===== config.mk =====
export PLATFORM = sky130hd
export DESIGN_NAME = r6m_queue
export DESIGN_NICKNAME = d
export VERILOG_FILES = /design/src/hw/rtl/r6m_pkg.sv /design/src/hw/rtl/r6m_queue.sv
export VERILOG_INCLUDE_DIRS = /design/src /design/src/hw/rtl
export SDC_FILE = /design/constraint.sdc
export NUM_CORES = 1
export LEC_CHECK = 0
export ABC_CLOCK_PERIOD_IN_PS = 2550
export BUFFER_PORTS_ARGS = -buffer_cell sky130_fd_sc_hd__buf_2
export CAP_MARGIN = 0
export CORE_AREA = 8 8 45 47
export DETAILED_ROUTE_END_ITERATION = 8
export DIE_AREA = 0 0 53 55
export SLEW_MARGIN = 20
export SYNTH_ARGS = -nofsm -noshare
export SYNTH_HDL_FRONTEND = slang
export SYNTH_SLANG_ARGS = --single-unit

===== constraint.sdc =====
create_clock -name clock -period 2.55 [get_ports clock]
set_input_delay 0.765 -clock clock [delete_from_list [all_inputs] [get_ports clock]]
set_output_delay 0.765 -clock clock [all_outputs]
set_load 0.02 [all_outputs]

===== src/hw/rtl/assert_macros.svh =====
// ----------------------------------------------------------------------------
// Assertion macros
// Shared clocked assertion forms; every assertion samples on clock and is
// disabled while reset is high.
// ----------------------------------------------------------------------------
`ifndef ASSERT_MACROS_SVH
`define ASSERT_MACROS_SVH

// Property must hold at every clock edge out of reset.
`define ASSERT_CLK(label, prop, msg) \
   label: assert property (@(posedge clock) disable iff (reset) (prop)) else $error(msg);

// When pre holds, post must hold in the next cycle.
`define ASSERT_NEXT(label, pre, post, msg) \
   label: assert property (@(posedge clock) disable iff (reset) (pre) |=> (post)) \
      else $error(msg);

`endif


===== src/hw/rtl/r6m_pkg.sv =====
// ----------------------------------------------------------------------------
// r6m_pkg
// Shared constants of the 6D-rotation to matrix converter.
// ----------------------------------------------------------------------------
`timescale 1ns / 1ps
`default_nettype none

package r6m_pkg;

   localparam int IN_WIDTH_DEF  = 16;
   localparam int OUT_WIDTH_DEF = 16;

   // normalized magnitudes carry their leading one at bit NORM_TOP
   localparam int NORM_W   = 30;
   localparam int NORM_TOP = NORM_W - 1;

   // entries of the queue between the front and the back part
   localparam int QUEUE_DEPTH = 2;

endpackage

`default_nettype wire


===== src/hw/rtl/r6m_queue.sv =====
// ----------------------------------------------------------------------------
// r6m_queue
// Short register queue between the front and the back part.
// ----------------------------------------------------------------------------
`timescale 1ns / 1ps
`default_nettype none
`include "assert_macros.svh"

module r6m_queue import r6m_pkg::*; #(
   parameter  int WIDTH = 1,
   parameter  int DEPTH = QUEUE_DEPTH,
   localparam int PTR_W = (DEPTH > 1) ? $clog2(DEPTH) : 1,
   localparam int CNT_W = $clog2(DEPTH + 1)
) (
   input  logic             clock,
   input  logic             reset,
   input  logic             in_valid,
   output logic             in_ready,
   input  logic [WIDTH-1:0] in_data,
   output logic             out_valid,
   input  logic             out_ready,
   output logic [WIDTH-1:0] out_data
);

   logic [WIDTH-1:0] mem_ff [DEPTH];
   logic [PTR_W-1:0] wr_ptr_ff, rd_ptr_ff, wr_ptr_in, rd_ptr_in;
   logic [CNT_W-1:0] count_ff, count_in;
   logic             push, pop;

   assign in_ready  = (count_ff != CNT_W'(DEPTH));
   assign out_valid = (count_ff != '0);
   assign out_data  = mem_ff[rd_ptr_ff];
   assign push      = in_valid && in_ready;
   assign pop       = out_valid && out_ready;

   always_comb begin
      wr_ptr_in = wr_ptr_ff;
      rd_ptr_in = rd_ptr_ff;
      count_in  = count_ff;
      if (push) wr_ptr_in = (wr_ptr_ff == PTR_W'(DEPTH - 1)) ? '0 : wr_ptr_ff + 1'b1;
      if (pop)  rd_ptr_in = (rd_ptr_ff == PTR_W'(DEPTH - 1)) ? '0 : rd_ptr_ff + 1'b1;
      if (push && !pop) count_in = count_ff + 1'b1;
      if (pop && !push) count_in = count_ff - 1'b1;
   end

   always_ff @(posedge clock) begin
      if (reset) begin
         wr_ptr_ff <= '0;
         rd_ptr_ff <= '0;
         count_ff  <= '0;
      end else begin
         wr_ptr_ff <= wr_ptr_in;
         rd_ptr_ff <= rd_ptr_in;
         count_ff  <= count_in;
      end
   end

   always_ff @(posedge clock) begin
      if (push) mem_ff[wr_ptr_ff] <= in_data;
   end

   `ASSERT_CLK(a_queue_count_max, count_ff <= CNT_W'(DEPTH), "queue count above depth")
   `ASSERT_NEXT(a_queue_fill, push && !pop, count_ff == $past(count_ff) + 1'b1, "queue count missed a push")

endmodule

`default_nettype wire


After elaboration in Yosys (flattened, before gate mapping) --
Memories as Yosys holds them, arrays and structs flattened. A register that Yosys moved wholly into a read port is not among the register bits. Index checks and enable logic that the tools add are counted.
Cells by class: eq/ne operators 1, mux-type cells 8, add/subtract/negate cells 4, reductions and logical operators 8
Operator list (number):
- 1-bit two-way mux | 6
- 1-bit logical AND | 4
- 2-bit two-way mux | 2
- 2-bit nonzero test | 2
- 1-bit adder (second input constant) | 2
- 2-bit by 1-bit adder with 2-bit output (second input constant) | 1
- 1-bit logical NOT | 2
- 2-bit inequality test (second input constant) | 1
- 2-bit by 1-bit subtractor with 2-bit output (second input constant) | 1
Word-level totals: bits in registers 4, output and inout port bits 3, memories kept 1, bits of input ports 5, word-level logic and storage cells 25, memory bits (writable) 2
Memories:
- mem_ff | words 2, width 1, rd ports 1, clocked after memory_dff 1, write ports 1, RTL line r6m_queue.sv:25 | logic [WIDTH-1:0] mem_ff [DEPTH];

Longest topological paths before layout --
depth after elaboration 6, mapped depth 6, depth with buffers taken out 6

Least setup slack after synthesis --
No wires, ideal clock.
kind in2reg, start point input port out_ready, end point register count_ff[1], path slack 0.848 ns, arrival 1.633 ns, data required time 2.480 ns, stages 4, cells stage by stage o21a_1 -> ha_1 -> or3_1 -> a21oi_1
On the way: word-level cells in the longest chain between the ends 4, elaborated cells on any way between the ends 6, those cells by class mux (1); reduce/logical (5)
Ends and longest elaborated chain:
- from (decl) | RTL line r6m_queue.sv:21 | input logic out_ready,
- 1-bit logical AND * | RTL line r6m_queue.sv:34 | assign pop = out_valid && out_ready;
- 1-bit logical NOT | RTL line r6m_queue.sv:42 | if (push && !pop) count_in = count_ff + 1'b1;
- 1-bit logical AND | RTL line r6m_queue.sv:42
- 2-bit nonzero test (no source line)
- to (signal assigned) | RTL line r6m_queue.sv:54 | count_ff <= count_in;
- to (decl) | RTL line r6m_queue.sv:27 | logic [CNT_W-1:0] count_ff, count_in;
Every way passes the cells marked *; elsewhere a longest branch is shown, timed or not. A chain may end at the register's enable or synchronous reset.

Worst setup path in the final report --
start point register count_ff[0], end point output port in_ready
On the way: word-level cells in the longest chain between the ends 1
Ends and longest elaborated chain:
- 2-bit inequality test | RTL line r6m_queue.sv:30 | assign in_ready = (count_ff != CNT_W'(DEPTH));
- to (decl) | RTL line r6m_queue.sv:18 | output logic in_ready,
No other way between the ends.

==> impl_summary.txt <==
----------------------------------------------------
[Worst setup path]
  Setup slack on the worst flop-to-flop path ... slightly below 1 ns
  Worst R2R End ... count_ff[1]
  Reg-to-reg critical path startpoint ... count_ff[0]
  R2R cell count ... 5
  Crit end category ... primary output
  Req. time, crit path ... around 1.8 ns
  Endpoint arrival time on the critical path ... 1.07 ns
  Peak fanout along the critical path ... 5
  Worst setup path category ... reg -> out
  Setup crit start kind ... flip-flop

[Global routing]
  First-pass GRT wire length ... 993 um
  Total grt overflow ... 0
  Via count of the first global-routing pass ... ~250
  Overall global routing resource usage ... 5.036%
  Antenna violations before repair ... 0
  Largest net degree at the start of global routing ... 6

[Synthesis]
  Unique masters post-synth ... 18
  Cell Area, Synth ... 294.0 um^2
  Cell count after synthesis ... 27
  Post-synthesis area per instance ... 10.89 um^2
  Cell taking the most area after synthesis ... dfxtp_1
  Post-synthesis sequential element count ... 7
  Share of synthesized area occupied by flip-flops and latches ... 54.47%
  Leading post-synthesis cells by cell area ... dfxtp_1 (34%), edfxtp_1 (20%), xnor2_1 (6.0%)
  Proportion of netlist area held by the largest area contributor ... 34.04%
  Net Count, Synth ... 33
  Number of synthesis warnings ... 0

[Layout]
  Share of layout cells above drive strength 1 ... 34.21%
  # fillers ... 162
  Most common library cell in the layout ignoring fill and taps ... buf_2
  Area overhead of the layout relative to synthesis ... 27.66%
  Number of nets in the finished design ... between 40 and 50
  ANT cells ... 0
  Leading cell types in the layout, fill and taps excluded ... buf_2 (7), dfxtp_1 (5), nor2_1 (3), clkbuf_4 (3)
  End-of-flow core utilization ... a little over a quarter

[Drt]
  Drt drc ... 0
  Iteration-0 DRC Markers ... 4
  Routed vias ... 223
  Routed length per instance ... between 10 and 15 um
  Count of antenna-violating nets left after detailed routing ... 0
  Detailed-router iteration count before antenna repair ... 4
  Post-Route WL ... about 580 um
  Number of vias per cell after detailed routing ... 4.130

[Timing]
  Rel. slew slack ... 87.67%
  Final count of hold timing violations ... 0
  Setup TNS ... 0 ns
  Unrepaired setup endpoints after global routing ... no
  Transition time of the tightest slew-check pin ... 0.1847 ns
  Final worst-path cycle share ... 71.78%
  Highest clock rate ... approximately 0.55 GHz
  Number of pins with negative max-slew slack in the final report ... 0
  Setup-failing EPs final ... 0
  Shortest period the worst path allows ... 1.830 ns
  Final Skew ... roughly 0.000086 ns

[Worst hold path]
  Startpoint of the most critical hold path ... rd_ptr_ff
  Worst Hold Class ... reg -> reg
  Cell depth of the worst min-delay path ... 2

[Floorplan]
  Initial core utilization ... 21.25%
  Placeable core region ... between 1000 and 1500 um^2
  Num ports ... 8
  Chip Width ... 53 um
  FP Rows ... 14
  Height of the chip ... 55 um
  Die Outline Area ... 2915 um^2

[Pwr]
  Pwr dens ... roughly 1200 nW/um^2
  Peak supply drop ... 0.4183 mV
  Total power after layout ... 0.0004605 W
  Leakage ... 0.1624 nW

[CTS]
  Post-CTS Setup Repair Bufs ... 0
  Skew-Pair Late Insertion Delay ... 0.25 ns
  CTS sink count ... 7
  Clock root buffer ... clkbuf_4
  CTS tree ... built
  H-tree lvl count ... 1
  CTS clk-pin slew, worst paths ... about 0.05 ns
  Number of resized instances in the post-cts repair step ... 0
  # hold bufs at CTS ... 0
  TritonCTS Buffers ... 3
  Longest Clk Path Bufs ... 2

[Run status]
  Result of the run ... finished, final reports clean

[Placement]
  IO Port Bufs ... 7
  Placer Congestion ... around 0.66

[Job]
  Number of max-cap violations ... 0

----------------------------------------------------
[final cells by class]
class	count	area, um^2	area share (%)
Timing Repair Buffer	7	35.03	9.333
Sequential cell	7	160.2	42.67
Multi-Input combinational cell	19	130.1	34.67
Tap cell	16	20.02	5.333
Clock buffer	4	26.28	7.000
Inverter	1	3.754	1.000
[per-layer routing]
layer | wire length [um] | part of all wire (%) | GRT usage, %
met3 | 57 | 9.9 | 4.813
met1 | 242 | 42 | 4.733
met2 | 277 | 48 | 7.813
met4 | 0 | 0 | 1.293
met5 | 0 | 0 | 0
[cells by family (layout without fill, tap and decap cells)]
kind of cell    after synthesis  in the layout  synth area share (%)
xor+xnor                      3              3                 8.938
simple gates                  9              9                 16.18
mux                           1              1                 3.830
buf+inv                       1             12                 1.275
compound gates                5              5                 11.06
fa+ha+maj                     1              1                 4.255
flops                         7              7                 54.47
[worst max-delay path by stage]
stage / slack, ns / start / cells past startpoint / end
final: 0.72 / count_ff[0] / 2 / in_ready
after CTS: 0.70 / count_ff[0] / 2 / in_ready
after floorplan: 0.85 / out_ready / 4 / count_ff[1]
after global routing: 0.62 / count_ff[0] / 2 / in_ready
after detailed placement: 0.69 / out_ready / 5 / count_ff[1]
after global placement: 0.71 / out_ready / 5 / count_ff[1]
[synthesized netlist by cell type]
cell type / instances
dfxtp_1: 5
edfxtp_1: 2
or3_1: 1
o21ai_0: 1
a21oi_1: 2
a21bo_2: 1
inv_1: 1
o21a_1: 1
xnor2_1: 2
and3_1: 1
nand2_1: 1
mux2_2: 1
nand3b_1: 1
or2_2: 1
nor2_1: 3
nand2b_1: 1
ha_1: 1
xor2_1: 1
[where the power goes]
part | internal, W | switching [W]
Clock | 0.0000597 | 0.0000402
Sequential | 0.000152 | 0.0000270
Combinational | 0.0000862 | 0.0000960
[critical path, cell delays in order (launching register included)]
cell      delay, ns
dfxtp_1        0.41
nand2b_1       0.21
buf_2          0.19
[metrics by stage]
| stage | setup WS [ns] | hold WS, ns | instances | area (um^2) |
|---|---|---|---|---|
| floorplan | 0.8476 | 0.4739 | 27 | 294.0 |
| global placement | 0.7128 | 0.4971 | 50 | 349.1 |
| detailed placement | 0.6901 | 0.5044 | 50 | 349.1 |
| CTS | 0.6980 | 0.5237 | 54 | 375.4 |
| global route | 0.6246 | 0.5414 | 54 | 375.4 |
| finish | 0.7197 | 0.5166 | 54 | 375.4 |
Note: power is estimated with default switching activity, not from simulation.
